--- config.mk ---
export PLATFORM = sky130hd
export DESIGN_NAME = ogeu_front
export DESIGN_NICKNAME = d
export VERILOG_FILES = /design/src/rtl/ogeu_pkg.sv /design/src/rtl/ogeu_front.sv
export SDC_FILE = /design/constraint.sdc
export NUM_CORES = 1
export LEC_CHECK = 0
export BUFFER_PORTS_ARGS = -buffer_cell sky130_fd_sc_hd__buf_4
export CORE_MARGIN = 8
export CORE_UTILIZATION = 28
export DETAILED_ROUTE_END_ITERATION = 8
export GPL_TIMING_DRIVEN = 0
export PLACE_DENSITY_LB_ADDON = 0.12
export SLEW_MARGIN = 30
export SYNTH_ARGS = -nofsm -noshare
export SYNTH_HDL_FRONTEND = slang
export SYNTH_SLANG_ARGS = --single-unit
--- constraint.sdc ---
create_clock -name vclk -period 3
set_input_delay 0.6 -clock vclk [all_inputs]
set_output_delay 0.6 -clock vclk [all_outputs]
set_load 0.01 [all_outputs]
--- src/rtl/ogeu_pkg.sv ---
package ogeu_pkg;

  localparam int GRID_DIM    = 128;
  localparam int IDX_W       = $clog2(GRID_DIM);
  localparam int CELLS       = GRID_DIM * GRID_DIM;
  localparam int ADDR_W      = $clog2(CELLS);
  localparam int CONF_W      = 10;
  localparam int LIM_W       = 8;
  localparam int COORD_W     = 16;
  localparam int OUT_IDX_W   = 7;
  localparam int QUEUE_DEPTH = 4;
  localparam int CFG_ADDR_W  = 5;
  localparam int CFG_DATA_W  = 32;

  typedef enum logic {
    CMD_MARK   = 1'b0,
    CMD_UPDATE = 1'b1
  } cmd_t;

  typedef enum logic [2:0] {
    REG_ROWS   = 3'd0,
    REG_COLS   = 3'd1,
    REG_RISE   = 3'd2,
    REG_FALL   = 3'd3,
    REG_CEIL   = 3'd4,
    REG_THRESH = 3'd5
  } reg_idx_t;

  typedef struct packed {
    logic [LIM_W-1:0]  rows_in_use;
    logic [LIM_W-1:0]  cols_in_use;
    logic [CONF_W-1:0] rise_step;
    logic [CONF_W-1:0] fall_step;
    logic [CONF_W-1:0] ceiling;
    logic [CONF_W-1:0] report_threshold;
  } cfg_t;

  typedef struct packed {
    cmd_t              cmd;
    logic [ADDR_W-1:0] addr;
    logic [IDX_W-1:0]  row;
    logic [IDX_W-1:0]  col;
  } entry_t;

  typedef struct packed {
    logic [CONF_W-1:0]    confidence;
    logic [OUT_IDX_W-1:0] col;
    logic [OUT_IDX_W-1:0] row;
  } result_t;

endpackage

--- src/rtl/ogeu_front.sv ---
module ogeu_front (
  input  logic                          in_tvalid,
  output logic                          in_tready,
  input  logic [31:0]                   in_tdata,
  input  logic                          in_tuser,
  input  ogeu_pkg::cfg_t                cfg,
  input  logic                          clearing,
  input  logic                          q_full,
  output logic                          q_push,
  output ogeu_pkg::entry_t              q_entry
);
  import ogeu_pkg::*;

  logic [COORD_W-1:0] x;
  logic [COORD_W-1:0] y;
  logic               x_ok;
  logic               y_ok;
  logic [IDX_W-1:0]   row;
  logic [IDX_W-1:0]   col;

  assign x = in_tdata[COORD_W-1:0];
  assign y = in_tdata[2*COORD_W-1:COORD_W];

  // A set sign bit means a negative coordinate, which is always out of range.
  assign x_ok = !x[COORD_W-1] && (x < COORD_W'(cfg.rows_in_use)) && (x < COORD_W'(GRID_DIM));
  assign y_ok = !y[COORD_W-1] && (y < COORD_W'(cfg.cols_in_use)) && (y < COORD_W'(GRID_DIM));

  assign row = x[IDX_W-1:0];
  assign col = y[IDX_W-1:0];

  assign in_tready = !clearing && !q_full;
  // Out-of-range beats are taken and dropped here.
  assign q_push    = in_tvalid && in_tready && x_ok && y_ok;

  always_comb begin
    q_entry.cmd  = cmd_t'(in_tuser);
    q_entry.row  = row;
    q_entry.col  = col;
    q_entry.addr = ADDR_W'(32'(row) * GRID_DIM + 32'(col));
  end

endmodule

==> impl_metrics.tcl <==
set metrics [dict create \
    status "finished clean" \
    seq_cell_count 0 \
    area_growth_pct 106 \
    start_kind "primary input" \
    slowest_delay_ps 300 \
    placed_cells 193 \
    slew_viol_final 0 \
    grt_start_max_net_pins 4 \
    finalSetupTns_ps 0 \
    slew_headroom 0.802 \
    min_period_over_period 0.850 \
    cp_data_arrival_time_ps 1950 \
    gp_congestion 0.792 \
    grt.busiest_layer "met2" \
    synth_cell_type_count 20 \
    worstSetupEndpointType "output pin" \
    overflow 0 \
    ys_seq_area_frac 0 \
    avgSynthCellArea_um2 7.39 \
    final_common_cell "buf_4" \
    maxCapViolCount 0 \
    ios 123 \
    slowest_stage "ha_1" \
    multiInputGateArea_um2 343 \
    cp_common_cell "buf_4" \
    detail-route-antenna-nets 0 \
    die_area_mm2 0.00394 \
    initial_core_util 0.285 \
    clkbuf_count 0 \
    final_cell_mix "buf_4 (111), inv_1 (14), ha_1 (14)" \
    syn_area_um2 613 \
    tightest_slew_ps 294 \
    track_usage 0.115 \
    powerDensity_mw_per_mm2 133 \
    postCtsSetupBuffers 0 \
    core-area_mm2 0.00215 \
    route.final.wire_length_um 2430 \
    fin_nets 273 \
    die_x_um 62.8 \
    drt_iter0_markers 22 \
    hp-class "in -> out" \
    fin_util 0.588 \
    netlist_instances 83 \
    fmax_mhz 392 \
    grt_pass1_vias 893 \
    use_met1 0.132 \
    cp_max_fo 3 \
    dp_slack_ps 449 \
    drc 0 \
    peakVddDrop_mv 0.0668 \
    num_vias 833 \
    globalRouteMet2Util 0.204 \
    grt_use_met3 0.0502 \
    rsz0062_at_grt "no" \
    hold_violations 0 \
    fin_crit_ps 2550 \
    crit_path_cell_trace "buf_4 > ha_1 > a211o_1 > a21oi_1 > o21ai_0 > a311oi_1 > buf_4" \
    n_antenna_cell 0 \
    post_cts_resized 0 \
    drive_above_1_share 0.673 \
    finalNonFillerCells 193 \
    antenna_found_initial 0 \
    setup_violations 0 \
    grt_first_pass_wirelength_um 4000 \
    nFillCells 212 \
    dpl.hpwl_um 2290 \
    wire_per_inst_um 12.6 \
    dr.pass1.iters 2 \
    ys_warn_count 0 \
    core.rowCount 17 \
    cp.required_ps 2400 \
    hold_buffers 0 \
    setup_ws_ps 451 \
    total_power_mw 0.168 \
    register_area_um2 0 \
    via_per_inst 4.32 \
    fp.dieH_um 62.8 \
    port_buffers 82 \
    criticalPathCategory "in -> out" \
    power_leakage_nw 0.755 \
    synthesis.nets 189 \
]
-- path summary, 6_finish.rpt --
check	start	to	slack (ps)	depth (start not counted)
max	in_tdata[3]	q_push	450	7
min	in_tuser	q_entry[28]	1380	2
-- metrics by stage --
step,instance area (µm²),hold slack (ps)
finish,1260,1380
detailed placement,1260,1380
CTS,1260,1380
global route,1260,1390
global placement,1260,1380
floorplan,613,1240
-- power by group --
| part | switching (mW) | total (mW) | internal [mW] |
|---|---|---|---|
| Combinational | 0.0587 | 0.168 | 0.109 |
| Clock | 0 | 0 | 0 |
| Sequential | 0 | 0 | 0 |
-- kinds of logic (layout without fill, tap and decap cells) --
| kind of cell | after synthesis | after routing | share of synthesized area |
|---|---|---|---|
| adder cells (fa/ha/maj) | 14 | 14 | 0.286 |
| AO/OA/AOI/OAI | 12 | 12 | 0.139 |
| buffers and inverters | 43 | 125 | 0.441 |
| AND/OR/NAND/NOR | 14 | 14 | 0.135 |
-- cell type report --
type,instances,area share
timing repair buffer,82,0.487
multi-input combinational,40,0.271
buffer,29,0.172
inverter,14,0.0416
tap,28,0.0277
-- worst max-delay path, delay by kind of cell --
kind	cells	cell delay (ps)
fa+ha+maj	1	300
buf+inv	2	290
compound gates	4	760
-- routing by layer --
metal | vias up | part of all wire
met3 | 0 | 0.12
met1 | 355 | 0.41
met2 | 54 | 0.47
met5 | - | 0
li1 | 424 | -
met4 | 0 | 0
-- synth_stat cells (all sizes together) (2+ instances only) --
master | instances | share of area
a21oi | 2 | 0.016
buf | 29 | 0.36
ha | 14 | 0.29
inv | 14 | 0.086
nand4 | 3 | 0.031
nor2 | 2 | 0.012
nor4 | 5 | 0.051
o21a | 2 | 0.024
No activity file was read; power rests on OpenSTA's default activity.
