==> src/rtl/ogeu_pkg.sv <==
package ogeu_pkg;

  localparam int GRID_DIM    = 128;
  localparam int IDX_W       = $clog2(GRID_DIM);
  localparam int CELLS       = GRID_DIM * GRID_DIM;
  localparam int ADDR_W      = $clog2(CELLS);
  localparam int CONF_W      = 10;
  localparam int LIM_W       = 8;
  localparam int COORD_W     = 16;
  localparam int OUT_IDX_W   = 7;
  localparam int QUEUE_DEPTH = 4;
  localparam int CFG_ADDR_W  = 5;
  localparam int CFG_DATA_W  = 32;

  typedef enum logic {
    CMD_MARK   = 1'b0,
    CMD_UPDATE = 1'b1
  } cmd_t;

  typedef enum logic [2:0] {
    REG_ROWS   = 3'd0,
    REG_COLS   = 3'd1,
    REG_RISE   = 3'd2,
    REG_FALL   = 3'd3,
    REG_CEIL   = 3'd4,
    REG_THRESH = 3'd5
  } reg_idx_t;

  typedef struct packed {
    logic [LIM_W-1:0]  rows_in_use;
    logic [LIM_W-1:0]  cols_in_use;
    logic [CONF_W-1:0] rise_step;
    logic [CONF_W-1:0] fall_step;
    logic [CONF_W-1:0] ceiling;
    logic [CONF_W-1:0] report_threshold;
  } cfg_t;

  typedef struct packed {
    cmd_t              cmd;
    logic [ADDR_W-1:0] addr;
    logic [IDX_W-1:0]  row;
    logic [IDX_W-1:0]  col;
  } entry_t;

  typedef struct packed {
    logic [CONF_W-1:0]    confidence;
    logic [OUT_IDX_W-1:0] col;
    logic [OUT_IDX_W-1:0] row;
  } result_t;

endpackage

==> src/rtl/ogeu_queue.sv <==
module ogeu_queue (
  input  logic              clk,
  input  logic              rst_n,
  input  logic              push,
  input  ogeu_pkg::entry_t  push_entry,
  input  logic              pop,
  output ogeu_pkg::entry_t  head,
  output logic              empty,
  output logic              full
);
  import ogeu_pkg::*;

  localparam int PTR_W = $clog2(QUEUE_DEPTH);
  localparam int CNT_W = $clog2(QUEUE_DEPTH + 1);

  entry_t           slot_r [QUEUE_DEPTH];
  logic [PTR_W-1:0] wr_ptr_r;
  logic [PTR_W-1:0] rd_ptr_r;
  logic [CNT_W-1:0] count_r;

  function automatic logic [PTR_W-1:0] ptr_inc(input logic [PTR_W-1:0] p);
    ptr_inc = (p == PTR_W'(QUEUE_DEPTH - 1)) ? '0 : p + 1'b1;
  endfunction

  assign empty = (count_r == '0);
  assign full  = (count_r == CNT_W'(QUEUE_DEPTH));
  assign head  = slot_r[rd_ptr_r];

  always_ff @(posedge clk) begin
    if (!rst_n) begin
      wr_ptr_r <= '0;
      rd_ptr_r <= '0;
      count_r  <= '0;
    end else begin
      if (push) begin
        wr_ptr_r <= ptr_inc(wr_ptr_r);
      end
      if (pop) begin
        rd_ptr_r <= ptr_inc(rd_ptr_r);
      end
      if (push && !pop) begin
        count_r <= count_r + 1'b1;
      end else if (pop && !push) begin
        count_r <= count_r - 1'b1;
      end
    end
  end

  always_ff @(posedge clk) begin
    if (push) begin
      slot_r[wr_ptr_r] <= push_entry;
    end
  end

endmodule

==> config.mk <==
export PLATFORM = sky130hd
export DESIGN_NAME = ogeu_queue
export DESIGN_NICKNAME = d
export VERILOG_FILES = /design/src/rtl/ogeu_pkg.sv /design/src/rtl/ogeu_queue.sv
export SDC_FILE = /design/constraint.sdc
export NUM_CORES = 1
export LEC_CHECK = 0
export ABC_CLOCK_PERIOD_IN_PS = 2500
export BUFFER_PORTS_ARGS = -buffer_cell sky130_fd_sc_hd__buf_4
export CORE_UTILIZATION = 30
export CTS_CLUSTER_DIAMETER = 100
export DETAILED_ROUTE_END_ITERATION = 8
export SYNTH_ARGS = -nofsm -noshare
export SYNTH_HDL_FRONTEND = slang
export SYNTH_SLANG_ARGS = --single-unit
export TNS_END_PERCENT = 50
==> constraint.sdc <==
create_clock -name clk -period 2.5 [get_ports clk]
set_clock_uncertainty 0.2 [all_clocks]
set_input_delay 0.375 -clock clk [delete_from_list [all_inputs] [get_ports clk]]
set_output_delay 0.375 -clock clk [all_outputs]
set_load 0.02 [all_outputs]
==> flow_summary.ini <==
[run_status]
status = completed

[drt]
postRouteAntennaNets = 0
vias_per_cell = 4.47
wl_per_cell_um = 16.3
routed_wl_mm = 8.35
drtIter0Drc = 155
post-route-drc-count = 0
via_count = 2283
dr.pass1.iters = 4

[setup_path]
critical_path_class = flop to output pin
worst_ep_arrival_time_ps = 1770
crit_path_end_kind = output pin
crit_path_max_fanout = 13
required_ps = 1920
setup.worst_path.start_class = flop
cp_slowest_cell = mux4_1
cp_cell_sequence = buf_12 -> mux4_1 -> buf_4
critPathMaxStageDelay_ps = 560

[min_path]
min_path_type = input port to flop

[floorplan]
start_util = 0.307
rows = 45
core_area_mm2 = 0.0151
die_area_mm2 = 0.0160
die_h_um = 127
die_w_um = 127
io_pins = 64

[synthesis]
syn_inst = 195
post_synth.cell_area_avg_um2 = 23.8
netlist_top_cells_area = edfxtp_1 (75%), mux4_2 (14%), dfxtp_1 (3.9%)
synth-edff-count = 116
synth_fp_nets = 235
synthFlopType = edfxtp_1
yosys_warnings = 0
async_reset_ff_frac = 0
synth_cell_types = 24
yosysSeqAreaShare = 0.788
ys_ff_latch = 125
synth_commonest_cells = edfxtp_1 (116), mux4_2 (28), dfxtp_1 (9), ha_1 (6)
syn_area_mm2 = 0.00465
synth_top_cell_by_area = edfxtp_1
synth_top_area_share = 0.749
synth.most_common_cell = edfxtp_1

[clocking]
cts-root-buf = clkbuf_16
cts_buffers = 17
cts_tree = yes
path_clk_slew_ps = 60
clk_latency_ps = 400
cts_buffer_depth = 2
clock-sinks = 125
htreeDepth = 4

[grt]
grt_max_degree = 24
antenna_found_initial = 0
grt_pass1_vias = 2462
grt_pass1_wl_mm = 13.3
grt_overflow = 0
grtUsageTotal = 0.117

[sta]
totalNegativeSetupSlack_ps = 0
final-max-slew-violation-count = 0
setup_violations = 0
slew_headroom = 0.650
rsz0062_at_grt = no
whs_ps = 35.9
period_needed_ps = 2350
fmax_mhz = 426
finalCritPeriodShare = 0.940
hold_viol_final = 0
worst_pin_slew_ps = 525
setup_ws_ps = 150

[power]
peakVddDrop_mv = 0.471
total_power_mw = 5.30
powerDensity_mw_per_mm2 = 840
leakagePower_nw = 2.19

[placement]
dpl.cell_count = 450
gp_congestion = 0.650
pre_cts_slack_ps = 441
hpwl_mm = 5.32
io_buffers = 63
dpl-instance-area_mm2 = 0.00545

[cells_and_area]
stdcell_area_mm2 = 0.00631
drive_gt1_frac = 0.430
final_nets = 350
n_antenna_cell = 0
fin_util = 0.417
final-instance-count-excl-fill = 511
syn2layout_area_growth_pct = 35.7

[flow_run]
cap_violations = 0
==> worst max-delay path, delay by kind of cell, from the launching register on <==
family                 cells  cell delay (ps)
buffers and inverters      2              360
muxes                      1              560
DFF                        1              440
==> path summary, 6_finish.rpt <==
check                   start            to  slack [ps]  cells past startpoint
hold / removal          rst_n    count_r[0]          40                      2
setup reg to reg  wr_ptr_r[0]  slot_r[3][8]         700                      3
setup / recovery         flop      head[11]         150                      3
hold reg to reg    count_r[2]    count_r[2]         330                      2
==> timing repair <==
action / CTS / global route
endpoints found under the hold margin: 116 / 0
gates resized for setup: 0 / 1
hold buffers: 29 / 0
endpoints found under the setup margin: 0 / 2
setup buffers: 0 / 0
==> layout make-up <==
cell class                      instances  area [um^2]
Fill cell                            1329         8830
Sequential cell                       125         3670
Multi-Input combinational cell         60          925
Timing Repair Buffer                  102          901
Clock buffer                           17          425
Tap cell                              188          235
Clock inverter                         15          141
Inverter                                4         15.0
==> power by group <==
part	internal (mW)	leakage, nW	total [mW]	switching, mW
Sequential	2.39	1.14	2.43	0.0367
Clock	1.38	0.258	2.29	0.917
Combinational	0.292	0.794	0.577	0.284
==> sequential cells by signal, summed over array words and instances, names as in the netlist, named ones only <==
signal	cells
rd_ptr_r	2
slot_r	116
wr_ptr_r	2
count_r	3
==> metal layers <==
metal	vias up	global-route usage	wire, um
li1	1046	-	-
met1	1177	0.146	3760
met2	52	0.180	4080
met3	8	0.0489	399
met4	0	0.0468	104
met5	-	0	0
==> cell families after synthesis <==
family | Yosys count | synth area share
xor gates and xnor gates | 2 | 0.00377
and+or+nand+nor | 15 | 0.0194
AOI/OAI and AO/OA | 3 | 0.00430
DFF | 125 | 0.788
muxes | 33 | 0.150
adders and majority gates | 7 | 0.0204
buffers and inverters | 10 | 0.0145
==> placed cells by master, fill, tap and decap left out, types with 3 or more instances in the layout <==
cell type | synthesis | layout
dfxtp_1 | 9 | 7
ha_1 | 6 | 6
buf_12 | 1 | 5
mux2i_1 | 4 | 4
clkinvlp_4 | 0 | 6
inv_1 | 4 | 4
dlygate4sd3_1 | 0 | 29
nor2b_1 | 5 | 5
clkbuf_16 | 0 | 17
inv_6 | 0 | 3
clkinv_4 | 0 | 4
edfxtp_1 | 116 | 116
and2_2 | 0 | 4
mux4_2 | 28 | 28
buf_4 | 1 | 68
Power figures use the tool's default switching activity.
