[config.mk]
export PLATFORM = sky130hd
export DESIGN_NAME = ogeu_cfg_regs
export DESIGN_NICKNAME = d
export VERILOG_FILES = /design/src/rtl/ogeu_pkg.sv /design/src/rtl/ogeu_cfg_regs.sv
export SDC_FILE = /design/constraint.sdc
export NUM_CORES = 1
export LEC_CHECK = 0
export BUFFER_PORTS_ARGS = -buffer_cell sky130_fd_sc_hd__buf_2
export CORE_MARGIN = 3
export CORE_UTILIZATION = 45
export DETAILED_ROUTE_END_ITERATION = 8
export GPL_TIMING_DRIVEN = 0
export PLACE_DENSITY_LB_ADDON = 0.3
export SLEW_MARGIN = 20
export SYNTH_ARGS = -nofsm -noshare
export SYNTH_HDL_FRONTEND = slang
export SYNTH_SLANG_ARGS = --single-unit
[constraint.sdc]
create_clock -name clk -period 1.8 [get_ports clk]
set_input_delay 0.27 -clock clk [delete_from_list [all_inputs] [get_ports clk]]
set_output_delay 0.27 -clock clk [all_outputs]
set_load 0.02 [all_outputs]
[src/rtl/ogeu_pkg.sv]
package ogeu_pkg;

  localparam int GRID_DIM    = 128;
  localparam int IDX_W       = $clog2(GRID_DIM);
  localparam int CELLS       = GRID_DIM * GRID_DIM;
  localparam int ADDR_W      = $clog2(CELLS);
  localparam int CONF_W      = 10;
  localparam int LIM_W       = 8;
  localparam int COORD_W     = 16;
  localparam int OUT_IDX_W   = 7;
  localparam int QUEUE_DEPTH = 4;
  localparam int CFG_ADDR_W  = 5;
  localparam int CFG_DATA_W  = 32;

  typedef enum logic {
    CMD_MARK   = 1'b0,
    CMD_UPDATE = 1'b1
  } cmd_t;

  typedef enum logic [2:0] {
    REG_ROWS   = 3'd0,
    REG_COLS   = 3'd1,
    REG_RISE   = 3'd2,
    REG_FALL   = 3'd3,
    REG_CEIL   = 3'd4,
    REG_THRESH = 3'd5
  } reg_idx_t;

  typedef struct packed {
    logic [LIM_W-1:0]  rows_in_use;
    logic [LIM_W-1:0]  cols_in_use;
    logic [CONF_W-1:0] rise_step;
    logic [CONF_W-1:0] fall_step;
    logic [CONF_W-1:0] ceiling;
    logic [CONF_W-1:0] report_threshold;
  } cfg_t;

  typedef struct packed {
    cmd_t              cmd;
    logic [ADDR_W-1:0] addr;
    logic [IDX_W-1:0]  row;
    logic [IDX_W-1:0]  col;
  } entry_t;

  typedef struct packed {
    logic [CONF_W-1:0]    confidence;
    logic [OUT_IDX_W-1:0] col;
    logic [OUT_IDX_W-1:0] row;
  } result_t;

endpackage

[src/rtl/ogeu_cfg_regs.sv]
module ogeu_cfg_regs (
  input  logic                             clk,
  input  logic                             rst_n,
  input  logic                             psel,
  input  logic                             penable,
  input  logic                             pwrite,
  input  logic [ogeu_pkg::CFG_ADDR_W-1:0]  paddr,
  input  logic [ogeu_pkg::CFG_DATA_W-1:0]  pwdata,
  output logic [ogeu_pkg::CFG_DATA_W-1:0]  prdata,
  output logic                             pready,
  output ogeu_pkg::cfg_t                   cfg
);
  import ogeu_pkg::*;

  cfg_t     cfg_r;
  reg_idx_t idx;
  logic     wr_en;

  assign idx    = reg_idx_t'(paddr[4:2]);
  assign pready = 1'b1;
  assign wr_en  = psel & penable & pwrite & pready;
  assign cfg    = cfg_r;

  always_ff @(posedge clk) begin
    if (!rst_n) begin
      cfg_r.rows_in_use      <= LIM_W'(100);
      cfg_r.cols_in_use      <= LIM_W'(100);
      cfg_r.rise_step        <= CONF_W'(5);
      cfg_r.fall_step        <= CONF_W'(2);
      cfg_r.ceiling          <= CONF_W'(1000);
      cfg_r.report_threshold <= CONF_W'(10);
    end else if (wr_en) begin
      unique case (idx)
        REG_ROWS:   cfg_r.rows_in_use      <= pwdata[LIM_W-1:0];
        REG_COLS:   cfg_r.cols_in_use      <= pwdata[LIM_W-1:0];
        REG_RISE:   cfg_r.rise_step        <= pwdata[CONF_W-1:0];
        REG_FALL:   cfg_r.fall_step        <= pwdata[CONF_W-1:0];
        REG_CEIL:   cfg_r.ceiling          <= pwdata[CONF_W-1:0];
        REG_THRESH: cfg_r.report_threshold <= pwdata[CONF_W-1:0];
        default: ;
      endcase
    end
  end

  always_comb begin
    prdata = '0;
    unique case (idx)
      REG_ROWS:   prdata = CFG_DATA_W'(cfg_r.rows_in_use);
      REG_COLS:   prdata = CFG_DATA_W'(cfg_r.cols_in_use);
      REG_RISE:   prdata = CFG_DATA_W'(cfg_r.rise_step);
      REG_FALL:   prdata = CFG_DATA_W'(cfg_r.fall_step);
      REG_CEIL:   prdata = CFG_DATA_W'(cfg_r.ceiling);
      REG_THRESH: prdata = CFG_DATA_W'(cfg_r.report_threshold);
      default:    prdata = '0;
    endcase
  end

endmodule

==> run summary <==
In this design, the largest share of critical-path delay is due to buffers and inverters. The tools report the number of hold violations in the final report as 0. In this run the remaining antenna-violating nets after routing total 0.

The tools report the worst endpoint data arrival time as 1.42 ns. The flow ran to the end, and the final reports show no timing, DRC or antenna violations. The die height was 85.2 um. In this run, post-CTS hold repair placed 0 buffers. Measured in cells, the most critical reg-to-reg path has a length of 2. The die covers 7260 um2. In the post-synthesis netlist, the biggest area contributors are sky130_fd_sc_hd__dfxtp_1 40%, sky130_fd_sc_hd__mux2i_1 23%, sky130_fd_sc_hd__nand2_1 6.5%, sky130_fd_sc_hd__buf_4 6.4%, sky130_fd_sc_hd__mux2_2 3.2%. TritonCTS built the clock tree.

The signal on the critical path passes through buf_2 > clkbuf_1 > inv_1 > a32oi_1 > o21ai_0 > buf_2. The worst hold path belongs to the class primary input to register. Master cell of the clock root buffer: sky130_fd_sc_hd__clkbuf_8. For the post-detailed-routing wire length, the log shows 7.62 mm.

Sorting the synthesized cells by how often they occur yields 64 x sky130_fd_sc_hd__mux2i_1, 56 x sky130_fd_sc_hd__dfxtp_1, 49 x sky130_fd_sc_hd__nand2_1. The tools report the starting DRC count in detailed routing as 151. The tools report the total design power as 2.32 mW. The number of endpoints failing setup at the final stage came out at 0. The synthesized design spends more area on one cell type than any other, namely sky130_fd_sc_hd__dfxtp_1. Fill cells in the final layout number 577.

Cells with a size suffix above 1 make up 32.9% of the layout. The final layout contains 442 nets. The area of the core came out at 5990 um2.

The register with the most flip-flops in the layout has 56 of them. Worst setup path category: primary input to output pin. The clock tree synthesis step divided the H-tree into 2 levels. In this run the power density over the cells is 664 nW/um2. At the end of routability-driven placement, the weighted congestion stood at 0.806. The worst path required time came out at 1.53 ns. The area share of the largest cell type after synthesis works out to 39.7%. The run gives 27 as the distinct cell type count after synthesis.

The startpoint of the worst register-to-register path is cfg[19]. Max-slew violation count: 0. Max-cap violations in this run came to 0. Setup repair after global routing left no endpoint under its margin.

The cell with the most instances after synthesis was sky130_fd_sc_hd__mux2i_1. The cell count after synthesis came out at 294. Along the worst path, the maximum fanout reaches 10. For this run, asynchronously set or reset flops after synthesis account for 0%. The run gives 5 as the clock buffer count from CTS. Slowest cell on the critical path: sky130_fd_sc_hd__clkbuf_1.

Wire length of the first global-routing pass: 12.0 mm. In this run the most critical hold path is launched from pwdata[6]. Setup slack on the worst reg-to-reg path comes out at 1.05 ns. Together, buffers and inverters on the worst path number 4.

After global routing the overflow that remains totals 0. The number of enable flip-flop cells after synthesis was 0; the number of buffers added on ports was 80. The die is 85.2 um wide. The run gives 0 as the antenna diode instance count. Entering global routing, the biggest net connects 17 pins. Sequential elements use 39.7% of the synthesized area.

The synthesized design contains 56 register bits. The length of the first detailed-routing pass in iterations is 4. The initial antenna violation count is 0. The end of the worst register-to-register path is cfg[19]. The mapped netlist covers 2820 um2. The number of warnings issued by yosys was 0; the total half-perimeter wirelength after legalization and detailed placement was 5.68 mm. The leakage power total came out at 1.71 nW.

For the finished layout, the period the worst path requires is 1.69 ns. The worst hold path was traced through 3 stages. 131 I/O pins were placed. Static timing analysis puts the maximum clock frequency at 592 MHz. In the final routed layout, each cell accounts on average for 16.0 um. The total DRC errors in the routed layout is 0, and the number of vias per cell after detailed routing is 5.17. The aggregate negative setup slack is 0 ns. Global routing used 21.0% of the available tracks.

In this design, the critical path's most frequently occurring cell is sky130_fd_sc_hd__buf_2. The clock skew after layout was 0 ns. Clock-pin slew was measured on the worst setup and hold paths at 0.09 ns.

Measured against its own limit, the worst slew margin works out to 63.0%. The clock reaches the later pin of the worst-skew pair after 0.31 ns. STA classifies the critical path endpoint as an output pin.

The via count of the first global-routing pass came out at 2295. The path with the worst hold slack has its endpoint at cfg[46]. The initial standard-cell utilization of the core was 47.1%.

The floorplan has 28 rows. In the finished design, the share of the clock period the worst path needs comes to 93.8%. At the pin with the least slew margin, the transition time is 0.554 ns. The total via count after detailed routing came out at 2459.

From synthesis to final layout, the design area changed by 23.5%. The largest single stage delay on the critical path is 0.36 ns. The tree built by TritonCTS fans out to 56 sinks. For this run, the leading register cell type out of synthesis is sky130_fd_sc_hd__dfxtp_1. The worst setup path is launched from a primary input. For the maximum VDD drop, the log shows 0.000541 V.

The maximum buffer depth of the clock tree was 2. The synthesized area per cell was 9.60 um2.
[logic make-up (layout without fill, tap and decap cells)]
logic type / count (synthesis) / count (layout) / share of synthesized area (%)
other: 2 / 23 / 0.266
AND/OR/NAND/NOR: 78 / 78 / 14.1
multiplexers: 72 / 72 / 25.9
buffers and inverters: 52 / 138 / 11.6
flip-flops: 56 / 56 / 39.7
AO/OA/AOI/OAI: 34 / 34 / 8.51
[placed cells by master, fill, tap and decap left out, types with 4 or more instances in the layout]
cell type,count
sky130_fd_sc_hd__o311ai_0,6
sky130_fd_sc_hd__inv_1,7
sky130_fd_sc_hd__nor2b_1,13
sky130_fd_sc_hd__conb_1,23
sky130_fd_sc_hd__dfxtp_1,56
sky130_fd_sc_hd__mux2_2,8
sky130_fd_sc_hd__nand2_1,49
sky130_fd_sc_hd__a22oi_1,4
sky130_fd_sc_hd__or3_1,6
sky130_fd_sc_hd__clkbuf_8,6
sky130_fd_sc_hd__o221ai_1,4
sky130_fd_sc_hd__o21ai_0,12
sky130_fd_sc_hd__buf_2,82
sky130_fd_sc_hd__a32oi_1,4
sky130_fd_sc_hd__mux2i_1,64
sky130_fd_sc_hd__buf_4,23
sky130_fd_sc_hd__buf_6,6
sky130_fd_sc_hd__clkbuf_1,12
[worst max-delay path by stage]
stage	from	slack (ns)	endpoint	cells after the start
2_1_floorplan	paddr[2]	0.09	prdata[5]	5
3_3_place_gp	paddr[2]	-0.07	prdata[3]	6
3_5_place_dp	paddr[2]	-0.07	prdata[3]	6
4_1_cts	paddr[3]	0.04	prdata[1]	6
5_1_grt	paddr[4]	0.03	prdata[7]	6
6_report	paddr[4]	0.11	prdata[7]	6
[repair_timing]
item	CTS	global route
pin swaps	0	0
resized for setup	2	0
buffers inserted	0	0
gates cloned	0	0
hold endpoints to repair	0	0
endpoints found under the setup margin	2	4
[area by class of cell]
cell class / instances / area, um2 / share of cell area, %
Multi-Input combinational cell: 207 / 1450 / 41.7
Sequential cell: 56 / 1120 / 32.2
Timing Repair Buffer: 80 / 400 / 11.5
Buffer: 43 / 297 / 8.51
Tap cell: 75 / 93.8 / 2.69
Clock buffer: 7 / 86.3 / 2.48
Inverter: 7 / 26.3 / 0.754
Clock inverter: 1 / 7.51 / 0.215
[report_power, final]
part / total (mW) / switching [mW] / internal (mW)
sequential: 1.26 / 0.00833 / 1.25
combinational: 0.337 / 0.212 / 0.125
clock: 0.721 / 0.408 / 0.314
[worst min-delay path: stages]
cell and delay, ns:
sky130_fd_sc_hd__buf_2 0.08, sky130_fd_sc_hd__nor2b_1 0.06, sky130_fd_sc_hd__mux2i_1 0.11
[per-stage QoR]
| stage | hold WS (ns) | instance area (um2) | instances | util (%) | setup slack, ns |
|---|---|---|---|---|---|
| 2_1_floorplan | 0.450 | 2900 | 315 | - | 0.0919 |
| 3_3_place_gp | 0.454 | 3400 | 470 | 56.7 | -0.0717 |
| 3_5_place_dp | 0.467 | 3400 | 470 | 56.7 | -0.0749 |
| 4_1_cts | 0.247 | 3490 | 477 | 58.2 | 0.0400 |
| 5_1_grt | 0.253 | 3490 | 476 | 58.2 | 0.0311 |
| 6_report | 0.243 | 3490 | 476 | 58.2 | 0.112 |
[routing by layer]
metal	share of wire (%)	GRT usage [%]	wire length, um
met1	43	28.8	3240
met2	47	33.8	3560
met3	9.8	4.37	749
met4	0.85	5.61	65
met5	0	0	0
Note: power is estimated with default switching activity, not from simulation.
